--- src/csma_backoff_tx_scheduler_unit_macros.svh ---
// ----------------------------------------------------------------------------
// Assertion macros for the bus access scheduler
// Simulation builds get concurrent assertions; synthesis gets empty bodies.
// ----------------------------------------------------------------------------
`ifndef CSMA_BACKOFF_TX_SCHEDULER_UNIT_MACROS_SVH
`define CSMA_BACKOFF_TX_SCHEDULER_UNIT_MACROS_SVH

`ifndef SYNTHESIS

// same-cycle implication
`define CBTS_ASSERT_IMP(label, clk, rst_n, ante, cons) \
	label: assert property (@(posedge clk) disable iff (!rst_n) (ante) |-> (cons)) \
		else $error("cbts assertion failed");

// next-cycle implication
`define CBTS_ASSERT_NEXT(label, clk, rst_n, ante, cons) \
	label: assert property (@(posedge clk) disable iff (!rst_n) (ante) |=> (cons)) \
		else $error("cbts assertion failed");

`else

`define CBTS_ASSERT_IMP(label, clk, rst_n, ante, cons)
`define CBTS_ASSERT_NEXT(label, clk, rst_n, ante, cons)

`endif

`endif

--- src/cbts_pkg.sv ---
// ----------------------------------------------------------------------------
// cbts_pkg
// Shared types and constants of the bus access scheduler.
// ----------------------------------------------------------------------------
package cbts_pkg;

	localparam int RESPONSE_MAX     = 24;
	localparam int BACKOFF_EXP_CAP  = 8;
	localparam int BACKOFF_EXP_BASE = 5;

	localparam logic [15:0] IFS_TICKS_RST   = 16'd100;
	localparam logic [12:0] TX_CAPACITY_RST = 13'd256;
	localparam logic [15:0] LFSR_SEED_RST   = 16'd44257;
	localparam logic [15:0] LFSR_TAPS       = 16'hB400;

	typedef enum logic [2:0] {
		OP_TICK   = 3'd0,
		OP_LOAD   = 3'd1,
		OP_CLEAR  = 3'd2,
		OP_START  = 3'd3,
		OP_PHY    = 3'd4,
		OP_READY  = 3'd5,
		OP_DIRECT = 3'd6
	} op_t;

	typedef enum logic [1:0] {
		ST_OK       = 2'd0,
		ST_BUSY     = 2'd1,
		ST_TOO_LONG = 2'd2
	} status_t;

	typedef enum logic [2:0] {
		EV_NONE      = 3'd0,
		EV_RECEIVED  = 3'd1,
		EV_FAULT     = 3'd2,
		EV_RECOVERED = 3'd3,
		EV_TX_READY  = 3'd4
	} event_t;

	typedef enum logic [1:0] {
		TX_IDLE     = 2'd0,
		TX_READY    = 2'd1,
		TX_SENDING  = 2'd2,
		TX_WAIT_ACK = 2'd3
	} tx_state_t;

	localparam logic [1:0] RR_FRAME = 2'd1;
	localparam logic [1:0] RR_FAULT = 2'd2;
	localparam logic [1:0] MR_OK    = 2'd0;
	localparam logic [1:0] MR_FAULT = 2'd1;

	localparam logic [1:0] CFG_IFS_TICKS   = 2'd0;
	localparam logic [1:0] CFG_TX_CAPACITY = 2'd1;
	localparam logic [1:0] CFG_LFSR_SEED   = 2'd2;

	typedef struct packed {
		logic [2:0]  operation;
		logic [12:0] frame_length;
		logic [15:0] retry_limit;
		logic [1:0]  recv_report;
		logic        send_finished;
		logic [1:0]  monitor_report;
	} item_t;

	typedef struct packed {
		logic [1:0]  status;
		logic [2:0]  posted_event;
		logic        start_send;
		logic        send_from_cache;
		logic [12:0] send_length;
		logic        awaiting_ack;
		logic        bus_locked;
		logic        bus_faulted;
		logic [1:0]  tx_state;
	} result_t;

	typedef struct packed {
		logic [15:0] ifs_ticks;
		logic [12:0] tx_capacity;
		logic        reseed;
		logic [15:0] seed;
	} cfg_t;

endpackage

--- src/cbts_cfg.sv ---
// ----------------------------------------------------------------------------
// cbts_cfg
// Configuration register file; a seed write raises a one-cycle reseed.
// ----------------------------------------------------------------------------
module cbts_cfg (
	input  logic                 clk,
	input  logic                 arst_n,
	input  logic                 cfg_valid,
	output logic                 cfg_ready,
	input  logic [1:0]           cfg_index,
	input  logic [15:0]          cfg_data,
	output cbts_pkg::cfg_t       cfg
);
	import cbts_pkg::*;

	logic [15:0] ifs_ticks_q;
	logic [12:0] tx_capacity_q;
	logic        wr;

	assign cfg_ready = 1'b1;
	assign wr        = cfg_valid && cfg_ready;

	always_ff @(posedge clk or negedge arst_n) begin
		if (!arst_n) begin
			ifs_ticks_q   <= IFS_TICKS_RST;
			tx_capacity_q <= TX_CAPACITY_RST;
		end else if (wr) begin
			case (cfg_index)
				CFG_IFS_TICKS:   ifs_ticks_q   <= cfg_data;
				CFG_TX_CAPACITY: tx_capacity_q <= cfg_data[12:0];
				default: ;
			endcase
		end
	end

	assign cfg.ifs_ticks   = ifs_ticks_q;
	assign cfg.tx_capacity = tx_capacity_q;
	assign cfg.reseed      = wr && (cfg_index == CFG_LFSR_SEED);
	// a zero seed would lock the LFSR
	assign cfg.seed        = (cfg_data == 16'd0) ? 16'd1 : cfg_data;

endmodule

--- src/cbts_core.sv ---
// ----------------------------------------------------------------------------
// cbts_core
// Scheduler state and its combinational update for one operation.
// ----------------------------------------------------------------------------
module cbts_core (
	input  logic                 clk,
	input  logic                 arst_n,
	input  logic                 fire,
	input  cbts_pkg::item_t      item,
	input  cbts_pkg::cfg_t       cfg,
	output cbts_pkg::result_t    result
);
	import cbts_pkg::*;

	logic        lock_q, fault_q;
	tx_state_t   ts_q;
	logic [15:0] wait_q, retry_q, rmax_q, lfsr_q;
	logic [13:0] backoff_q;
	logic [12:0] len_q;

	logic        lock_n, fault_n;
	tx_state_t   ts_n;
	logic [15:0] wait_n, retry_n, rmax_n, lfsr_n;
	logic [13:0] backoff_n;
	logic [12:0] len_n;

	logic [15:0] lfsr_adv, mask;
	logic [4:0]  bexp;
	logic [13:0] draw;
	logic        go;
	result_t     res;

	always_comb begin
		lock_n    = lock_q;
		fault_n   = fault_q;
		ts_n      = ts_q;
		wait_n    = wait_q;
		retry_n   = retry_q;
		rmax_n    = rmax_q;
		lfsr_n    = lfsr_q;
		backoff_n = backoff_q;
		len_n     = len_q;
		go        = 1'b0;
		lfsr_adv  = lfsr_q[0] ? ((lfsr_q >> 1) ^ LFSR_TAPS) : (lfsr_q >> 1);
		bexp      = 5'd0;
		mask      = 16'd0;
		draw      = 14'd0;

		res                 = '0;
		res.status          = ST_OK;
		res.posted_event    = EV_NONE;

		case (op_t'(item.operation))
			OP_TICK: begin
				if (!fault_q && !lock_q && (ts_q inside {TX_READY, TX_WAIT_ACK})) begin
					go = 1'b1;
					if (wait_q != 16'd0) begin
						wait_n = wait_q - 16'd1;
						go     = (wait_n == 16'd0);
					end
					if (go && ts_q == TX_WAIT_ACK) begin
						if (rmax_q == 16'd0 || retry_q >= rmax_q) begin
							// retries used up: drop the frame
							len_n   = 13'd0;
							retry_n = 16'd0;
							rmax_n  = 16'd0;
							ts_n    = TX_IDLE;
							go      = 1'b0;
						end else begin
							retry_n = retry_q + 16'd1;
							ts_n    = TX_READY;
						end
					end
					if (go) begin
						if (backoff_q == 14'd0) begin
							lfsr_n = lfsr_adv;
							if (retry_n >= 16'(BACKOFF_EXP_CAP))
								bexp = 5'(BACKOFF_EXP_CAP);
							else
								bexp = retry_n[4:0];
							bexp      = bexp + 5'(BACKOFF_EXP_BASE);
							mask      = 16'((17'd1 << bexp) - 17'd1);
							draw      = 14'(lfsr_adv & mask);
							backoff_n = (draw == 14'd0) ? 14'd1 : draw;
						end else begin
							backoff_n = backoff_q - 14'd1;
							if (backoff_n == 14'd0) begin
								lock_n           = 1'b1;
								res.posted_event = EV_TX_READY;
							end
						end
					end
				end
			end
			OP_LOAD: begin
				if (ts_q != TX_IDLE)
					res.status = ST_BUSY;
				else if (item.frame_length > cfg.tx_capacity)
					res.status = ST_TOO_LONG;
				else begin
					len_n   = item.frame_length;
					retry_n = 16'd0;
					rmax_n  = item.retry_limit;
					ts_n    = TX_READY;
				end
			end
			OP_CLEAR: begin
				len_n   = 13'd0;
				retry_n = 16'd0;
				rmax_n  = 16'd0;
				ts_n    = TX_IDLE;
			end
			OP_START: begin
				lock_n = 1'b1;
			end
			OP_PHY: begin
				// priority: receive, then send done, then line monitor
				if (item.recv_report inside {RR_FRAME, RR_FAULT}) begin
					if (item.recv_report == RR_FRAME)
						res.posted_event = EV_RECEIVED;
					wait_n = cfg.ifs_ticks;
					lock_n = 1'b0;
				end else if (item.send_finished) begin
					wait_n = cfg.ifs_ticks;
					lock_n = 1'b0;
					ts_n   = TX_WAIT_ACK;
				end else if (item.monitor_report == MR_FAULT && !fault_q) begin
					fault_n          = 1'b1;
					lock_n           = 1'b1;
					res.posted_event = EV_FAULT;
				end else if (item.monitor_report == MR_OK && fault_q) begin
					fault_n          = 1'b0;
					res.posted_event = EV_RECOVERED;
					wait_n           = cfg.ifs_ticks;
					lock_n           = 1'b0;
				end
			end
			OP_READY: begin
				if (!fault_q && ts_q == TX_READY) begin
					wait_n              = cfg.ifs_ticks;
					ts_n                = TX_SENDING;
					res.start_send      = 1'b1;
					res.send_from_cache = 1'b1;
					res.send_length     = len_q;
				end
			end
			OP_DIRECT: begin
				if (!fault_q && item.frame_length <= 13'(RESPONSE_MAX)) begin
					lock_n          = 1'b1;
					wait_n          = cfg.ifs_ticks;
					res.start_send  = 1'b1;
					res.send_length = item.frame_length;
				end
			end
			default: ;
		endcase

		res.awaiting_ack = (ts_n == TX_WAIT_ACK);
		res.bus_locked   = lock_n;
		res.bus_faulted  = fault_n;
		res.tx_state     = ts_n;
	end

	assign result = res;

	always_ff @(posedge clk or negedge arst_n) begin
		if (!arst_n) begin
			lock_q    <= 1'b0;
			fault_q   <= 1'b0;
			ts_q      <= TX_IDLE;
			wait_q    <= IFS_TICKS_RST;
			backoff_q <= 14'd0;
			retry_q   <= 16'd0;
			rmax_q    <= 16'd0;
			len_q     <= 13'd0;
			lfsr_q    <= LFSR_SEED_RST;
		end else begin
			if (fire) begin
				lock_q    <= lock_n;
				fault_q   <= fault_n;
				ts_q      <= ts_n;
				wait_q    <= wait_n;
				backoff_q <= backoff_n;
				retry_q   <= retry_n;
				rmax_q    <= rmax_n;
				len_q     <= len_n;
			end
			if (cfg.reseed)
				lfsr_q <= cfg.seed;
			else if (fire)
				lfsr_q <= lfsr_n;
		end
	end

endmodule

--- src/csma_backoff_tx_scheduler_unit.sv ---
// ----------------------------------------------------------------------------
// csma_backoff_tx_scheduler_unit
// Carrier-sense transmit scheduler for a shared single-wire bus, with an
// inter-frame wait, LFSR-driven binary exponential backoff and bounded
// retries. Throughput is one operation per clock while the result side is
// not stalling: each operation is taken into an input register, updates the
// scheduler state and leaves its result in an output register, from which
// it can be taken once out_valid is high. The state update loop inside
// cbts_core sets the rate.
// Configuration writes are taken at any time (cfg_ready is always high) and
// are meant for idle periods; a seed write reloads the LFSR at once.
// ----------------------------------------------------------------------------
`include "csma_backoff_tx_scheduler_unit_macros.svh"

module csma_backoff_tx_scheduler_unit (
	input  logic        clk,
	input  logic        arst_n,

	input  logic        cfg_valid,
	output logic        cfg_ready,
	input  logic [1:0]  cfg_index,
	input  logic [15:0] cfg_data,

	input  logic        in_valid,
	output logic        in_ready,
	input  logic [2:0]  operation,
	input  logic [12:0] frame_length,
	input  logic [15:0] retry_limit,
	input  logic [1:0]  recv_report,
	input  logic        send_finished,
	input  logic [1:0]  monitor_report,

	output logic        out_valid,
	input  logic        out_ready,
	output logic [1:0]  status,
	output logic [2:0]  posted_event,
	output logic        start_send,
	output logic        send_from_cache,
	output logic [12:0] send_length,
	output logic        awaiting_ack,
	output logic        bus_locked,
	output logic        bus_faulted,
	output logic [1:0]  tx_state
);
	import cbts_pkg::*;

	cfg_t    cfg;
	item_t   item_s1;
	logic    valid_s1;
	result_t res_s2, result;
	logic    valid_s2;
	logic    out_free, fire;

	cbts_cfg u_cfg (
		.clk       (clk),
		.arst_n    (arst_n),
		.cfg_valid (cfg_valid),
		.cfg_ready (cfg_ready),
		.cfg_index (cfg_index),
		.cfg_data  (cfg_data),
		.cfg       (cfg)
	);

	assign out_free = !valid_s2 || out_ready;
	assign fire     = valid_s1 && out_free;
	assign in_ready = !valid_s1 || out_free;

	always_ff @(posedge clk or negedge arst_n) begin
		if (!arst_n) begin
			valid_s1 <= 1'b0;
			valid_s2 <= 1'b0;
		end else begin
			if (in_ready)
				valid_s1 <= in_valid;
			if (out_free)
				valid_s2 <= valid_s1;
		end
	end

	always_ff @(posedge clk) begin
		if (in_valid && in_ready) begin
			item_s1.operation      <= operation;
			item_s1.frame_length   <= frame_length;
			item_s1.retry_limit    <= retry_limit;
			item_s1.recv_report    <= recv_report;
			item_s1.send_finished  <= send_finished;
			item_s1.monitor_report <= monitor_report;
		end
		if (fire)
			res_s2 <= result;
	end

	cbts_core u_core (
		.clk    (clk),
		.arst_n (arst_n),
		.fire   (fire),
		.item   (item_s1),
		.cfg    (cfg),
		.result (result)
	);

	assign out_valid       = valid_s2;
	assign status          = res_s2.status;
	assign posted_event    = res_s2.posted_event;
	assign start_send      = res_s2.start_send;
	assign send_from_cache = res_s2.send_from_cache;
	assign send_length     = res_s2.send_length;
	assign awaiting_ack    = res_s2.awaiting_ack;
	assign bus_locked      = res_s2.bus_locked;
	assign bus_faulted     = res_s2.bus_faulted;
	assign tx_state        = res_s2.tx_state;

	// no send request means no length and no source
	`CBTS_ASSERT_IMP(a_idle_send_clean, clk, arst_n, out_valid && !start_send, send_length == 13'd0 && !send_from_cache)
	// ack flag tracks the transmitter state
	`CBTS_ASSERT_IMP(a_ack_matches_state, clk, arst_n, out_valid, awaiting_ack == (tx_state == TX_WAIT_ACK))
	// a ready event always locks the bus
	`CBTS_ASSERT_IMP(a_ready_locks, clk, arst_n, out_valid && posted_event == EV_TX_READY, bus_locked && !start_send)
	// a stalled operation stays in the input register
	`CBTS_ASSERT_NEXT(a_s1_hold, clk, arst_n, valid_s1 && !out_free, valid_s1 && $stable(item_s1))

endmodule

--- config.mk ---
export PLATFORM = sky130hd
export DESIGN_NAME = csma_backoff_tx_scheduler_unit
export DESIGN_NICKNAME = d
export VERILOG_FILES = /design/src/cbts_pkg.sv /design/src/cbts_cfg.sv /design/src/cbts_core.sv /design/src/csma_backoff_tx_scheduler_unit.sv
export VERILOG_INCLUDE_DIRS = /design/src /design/src/src
export SDC_FILE = /design/constraint.sdc
export NUM_CORES = 1
export LEC_CHECK = 0
export ABC_AREA = 1
export BUFFER_PORTS_ARGS = -buffer_cell sky130_fd_sc_hd__buf_2
export CAP_MARGIN = 20
export CORE_UTILIZATION = 25
export CTS_CLUSTER_DIAMETER = 120
export CTS_CLUSTER_SIZE = 40
export DETAILED_ROUTE_END_ITERATION = 10
export MAX_ROUTING_LAYER = met4
export SLEW_MARGIN = 20
export SYNTH_ARGS = -nofsm -noshare
export SYNTH_HDL_FRONTEND = slang
export SYNTH_SLANG_ARGS = --single-unit
--- constraint.sdc ---
create_clock -name clk -period 8.5 [get_ports clk]
set_clock_uncertainty 0.05 [all_clocks]
set_input_delay 1.7 -clock clk [delete_from_list [all_inputs] [get_ports clk]]
set_output_delay 1.7 -clock clk [all_outputs]
set_load 0.02 [all_outputs]
=== Word level (Yosys, flattened, before mapping) ===
Cells that the tools add are included.

* Register bits after elaboration: 188
* Logic and storage cells: 203
* Bits of input ports: 60

* Bitwise operators: 3
* Shift-type cells: 1
* Add/sub/neg operators: 5
* Equality and inequality tests: 24
* Reduce and logical (&&, ||, !) cells: 45
* Magnitude comparators: 4
* Multiplexer cells: 92

{| class="wikitable"
|+ Operators by type and width
! cell !! number
|-
| $mux W16 || 28
|-
| $pmux W16 S3 || 2
|-
| $mux W13 || 6
|-
| $pmux W16 S4 || 1
|-
| $logic_not A16 Y1 || 3
|-
| $logic_not A14 Y1 || 3
|-
| $pmux W13 S3 || 1
|-
| $mux W14 || 2
|-
| $sub A14 B1 Y14 const B || 2
|-
| $pmux W13 S2 || 1
|-
| $mux W1 || 25
|-
| $mux W5 || 5
|-
| $mux W3 || 7
|-
| $mux W2 || 9
|-
| $add A16 B1 Y16 const B || 1
|-
| $ge A16 B16 Y1 || 1
|-
| $ge A16 B4 Y1 const B || 1
|-
| $reduce_bool A16 Y1 || 1
|-
| $reduce_bool A2 Y1 || 8
|-
| $sub A16 B1 Y16 const B || 1
|-
| $mux W15 || 1
|-
| $and A14 B14 Y14 || 1
|-
| $shl A1 B5 Y14 const A || 1
|-
| $gt A13 B13 Y1 || 1
|-
| other kinds (30) || 62
|}

=== Depth between registers and ports, before layout ===
* Depth after elaboration: 22
* Depth in mapped cells: 33
* Mapped depth without buffers: 32

=== Modules after synthesis ===
A second synthesis with hierarchy kept.

* Cell total of the unflattened synthesis: 1270
* Area, all modules: 10463.8 um^2

{| class="wikitable"
|+ By module, submodules not included
! module !! instances !! sequential area each (um^2) !! area an instance (um^2) !! cells each
|-
| cbts_core || 1 || 2391.0 || 7245.7 || 1050
|-
| csma_backoff_tx_scheduler_unit || 1 || 1911.8 || 1956.9 || 74
|-
| cbts_cfg || 1 || 730.7 || 1261.2 || 146
|}

=== Least setup slack after synthesis ===
No wires, ideal clock.

* Path type: input to register
* From: input out_ready
* To: register u_core.lfsr_q[14]
* Stages: 9
* Required time: 8.317 ns
* Arrival: 3.764 ns
* Slack: 4.553 ns
* Setup time: 0.133 ns
* Cells stage by stage: inv_1 > nand2_1 > nand2_1 > clkinv_1 > nand4_1 > nor2_1 > nor2_2 > clkbuf_1 > o21ai_0

* Word-level cells in the longest chain between the ends: 4

{| class="wikitable"
|+ Ends and longest elaborated chain
! what !! line !! RTL
|-
| start, declared || csma_backoff_tx_scheduler_unit.sv:34 || <nowiki>input logic out_ready,</nowiki>
|-
| $logic_or A1 B1 Y1 || csma_backoff_tx_scheduler_unit.sv:64 || <nowiki>assign out_free = !valid_s2 || out_ready;</nowiki>
|-
| $logic_and A1 B1 Y1 || csma_backoff_tx_scheduler_unit.sv:65 || <nowiki>assign fire = valid_s1 && out_free;</nowiki>
|-
| via fire || csma_backoff_tx_scheduler_unit.sv:52 || <nowiki>logic out_free, fire;</nowiki>
|-
| $reduce_bool A2 Y1 (no source line) || - ||
|-
| $reduce_and A5 Y1 (no source line) || - ||
|-
| end signal, assigned || cbts_core.sv:189 || <nowiki>lfsr_q <= cfg.seed;</nowiki>
|-
| end signal, assigned || cbts_core.sv:191 || <nowiki>lfsr_q <= lfsr_n;</nowiki>
|-
| end, declared || cbts_core.sv:17 || <nowiki>logic [15:0] wait_q, retry_q, rmax_q, lfsr_q;</nowiki>
|}

The timed path passes the listed nets, and every way through them passes these cells.
A chain may end at the register's enable or synchronous reset.

=== Worst setup path after layout ===
* From: register u_core.wait_q[0]
* To: register u_core.lfsr_q[8]

* Word-level cells in the longest chain between the ends: 11

{| class="wikitable"
|+ Ends and longest elaborated chain
! what !! line !! RTL
|-
| start, declared || cbts_core.sv:17 ||
|-
| start signal, assigned || cbts_core.sv:182 || <nowiki>wait_q <= wait_n;</nowiki>
|-
| $sub A16 B1 Y16 || cbts_core.sv:58 || <nowiki>wait_n = wait_q - 16'd1;</nowiki>
|-
| $logic_not A16 Y1 || cbts_core.sv:59 || <nowiki>go = (wait_n == 16'd0);</nowiki>
|-
| $mux W1 (*) || cbts_core.sv:57 || <nowiki>if (wait_q != 16'd0) begin</nowiki>
|-
| $mux W1 (*) || cbts_core.sv:55 || <nowiki>if (!fault_q && !lock_q && (ts_q inside {TX_READY, TX_WAIT_ACK})) begin</nowiki>
|-
| $mux W1 (*) || cbts_core.sv:53 || <nowiki>case (op_t'(item.operation))</nowiki>
|-
| $mux W1 / $logic_and A1 B1 Y1 (equally long branches) || cbts_core.sv:62, cbts_core.sv:61 ||
|-
| $mux W1 (*) || cbts_core.sv:61 || <nowiki>if (go && ts_q == TX_WAIT_ACK) begin</nowiki>
|-
| $mux W1 (*) || cbts_core.sv:55 ||
|-
| $mux W1 (*) || cbts_core.sv:53 ||
|-
| $reduce_bool A2 Y1 (no source line) (*) || - ||
|-
| $reduce_and A5 Y1 (no source line) (*) || - ||
|}

Mark *: on every way between the ends. The rest lies on a longest branch, timed or not. The select of a mux whose other input is x is not followed.

==> run metrics <==
Final Cell Area=0.0120 mm2; fin crit period=between 4 and 5 ns; non-filler instance count after layout=about 1900; Arr. time, crit path=roughly 4.4 ns; sequential cell area fraction in the yosys report=48.7%; DRT Pass-1 Iters=7; GRT Total Usage=between 10% and 20%; most used cell, CP=inv_1; Slowest-stage cell, CP=nor2_2; Vias/cell=between 4 and 5; crit-path max FO=18; post-synthesis async set-or-reset flop share=around two thirds; Post-Route WL=around 28000 um; dpl cells=roughly 1800; initial core utilization=between 20% and 30%; CTS clk-pin slew, worst paths=roughly 0.08 ns; WP buf/inv=3; commonest non-fill, non-tap cell in the layout=nand2_1; Area contributors post-synth=dfrtp_1 (27%), edfxtp_1 (18%), nand2_1 (9.0%); GPL Wtd Cong=~0.94; Die X=~210 um; post-layout power=3170 uW; delay of the slowest critical-path stage=0.54 ns; FP Rows=between 70 and 80; total number of vias=8614; Max-slew headroom=roughly a third; H-Tree Depth=4; ANT nets after route=0; share of the synthesized area in the top cell type=between 20% and 30%; Layout Nets=approximately 1400; static leakage=about 0.0053 uW; final hold vios=0; startpoint type of the worst setup path=register; period utilization=between 40% and 50%; Ports=88; share of cells above drive strength 1=approximately 15%; Most used DFF post-synth=dfrtp_1; Synth Instances=around 1200; outcome=finished clean; synthesis-stage register bit count=about 190; Unique masters post-synth=55; area leader, netlist=dfrtp_1; ant diodes=0; # setup viols final=0; DPL Wire Length=20600 um; initial DRC count=approximately 570; max-slew violations=0; TNS Setup=0 ns; crit-path leading delay family=simple AND/OR/NAND/NOR gates; placeable core area=roughly 0.041 mm2; Residual DRC=0; # fillers=roughly 4300; # port buffers=between 80 and 90; CTS Root Cell=clkbuf_16; utilization after layout=approximately 29%; Setup Buffers After CTS=0; placed instance area=roughly 0.011 mm2; global-route wire length before repair=approximately 45000 um; RSZ-0062 raised after global routing=false; die area=0.0422 mm2; number of flops mapped to enable cells by yosys=62; Max-Cap Viols=0; initial antenna violation count=0; clk sinks=between 150 and 200; worst hold path type=reg -> reg; CTS tree=done; Pwr per Cell Area=265 mW/mm2; clock latency on the worst-skew pair=approximately 0.46 ns; Synth Warn #=0; VDD IR max=0.191 mV; most frequent cells in the layout=nand2_1 (248), inv_1 (156), o21ai_0 (127); critical path cell sequence=inv_1 -> ha_1 -> nand2_2 -> nand2_1 -> nand2_1 -> inv_1 -> nand4_1 -> nor2_1 -> nand3_1 -> nor3_1 -> a32o_1 -> nand3_1 -> nand4_1 -> nor2_1 -> nor2_2 -> inv_1 -> o211ai_1 -> o21ai_0; cell area after synthesis=around 0.010 mm2; Worst Setup End Kind=register; worst path required time=just under 9 ns; Gates resized, CTS repair=0; wire per inst=about 15 um; CTS Buf Count=17; DIE HEIGHT=slightly above 200 um; total gr overflow=0; CP Class=reg -> reg; pin count of the biggest net entering global routing=70; fmax=about 0.24 GHz; number of global-route vias before repair=about 8000; CTS max path bufs=2; Post-CTS Hold Buffers=0; Area growth, synth to finish=15.8%; Worst-Margin Slew=1.02 ns; mean post-synth cell area=~8.3 um2
## cell usage after synthesis (all sizes together), types with 2 or more instances
cell type  instances
a211oi             3
a21oi             34
a22oi              3
and3               2
buf                9
clkbuf            28
clkinv             5
dfrtp            111
dfstp             15
edfxtp            62
ha                37
inv              168
nand2            263
nand3            104
nand3b             3
nand4             20
nor2             109
nor3              22
nor4              16
o211ai            23
o21a               5
o21ai            136
o22ai             15
or2                8
xnor2              3
xor2              22
## registers in the layout (all words and copies together), names as in the netlist, 2 cells and up
signal / count
u_core.ts_q: 2
u_core.wait_q: 16
item_s1: 37
u_cfg.tx_capacity_q: 13
u_core.backoff_q: 14
u_core.rmax_q: 16
u_cfg.ifs_ticks_q: 16
status: 2
u_core.len_q: 13
tx_state: 2
u_core.retry_q: 16
posted_event: 3
u_core.lfsr_q: 16
send_length: 13
## metrics by stage
step / worst slack [ns] / hold slack [ns]
floorplan: 4.55 / 0.396
global placement: 3.21 / 0.409
detailed placement: 3.15 / 0.410
CTS: 3.64 / 0.427
global route: 3.95 / 0.450
finish: 4.38 / 0.421
## report_power, final
part           leakage [uW]  total, uW  switching, uW  internal, uW
sequential          0.00219       1270            153          1120
clock              0.000288        826            406           421
combinational       0.00282       1070            724           343
total               0.00530       3170           1280          1880
## cells by family after synthesis
group	count (synthesis)	synth area share [%]
DFF	188	48.7
AOI/OAI and AO/OA	229	12.6
xor gates and xnor gates	25	2.12
buffers and inverters	210	7.94
and+or+nand+nor	549	24.1
other	1	0.0363
adders and majority gates	37	4.48
## final timing paths
| kind | start | to | slack (ns) | cells past startpoint |
|---|---|---|---|---|
| hold reg to reg | u_core.lfsr_q[15]$_DFFE_PN1P_ | u_core.lfsr_q[15]$_DFFE_PN1P_ | 0.42 | 2 |
| max in group asynchronous | arst_n | u_core.rmax_q[14]$_DFFE_PN0P_ | 5.69 | 2 |
| setup reg to reg | u_core.wait_q[0]$_DFFE_PN0P_ | u_core.lfsr_q[8]$_DFFE_PN0P_ | 4.38 | 18 |
| hold / removal | u_core.lfsr_q[15]$_DFFE_PN1P_ | u_core.lfsr_q[15]$_DFFE_PN1P_ | 0.42 | 2 |
| min in group asynchronous | arst_n | u_cfg.ifs_ticks_q[1]$_DFFE_PN0P_ | 1.35 | 1 |
| setup / recovery | u_core.wait_q[0]$_DFFE_PN0P_ | u_core.lfsr_q[8]$_DFFE_PN0P_ | 4.38 | 18 |
## worst min-delay path, stage by stage, from the launching register on
cell and delay [ns]:
dfstp_2 0.37, nand2_1 0.05, nand2_1 0.05
## layer usage
metal	up-vias	part of all wire, %	global-route usage (%)
li1	4304	-	-
met1	4070	47	18.4
met2	210	47	22.4
met3	30	3.9	2.23
met4	0	2.0	5.11
met5	-	0	-
## cell type report
| class | instances | area (um2) | area share (%) |
|---|---|---|---|
| flip-flops and latches | 188 | 5030 | 42.1 |
| multi-input cells | 843 | 4500 | 37.6 |
| well taps | 532 | 666 | 5.56 |
| inverters | 173 | 649 | 5.43 |
| repair buffers | 91 | 518 | 4.33 |
| clock buffers | 17 | 425 | 3.56 |
| clock inverters | 15 | 168 | 1.40 |
Power figures use the tool's default switching activity.
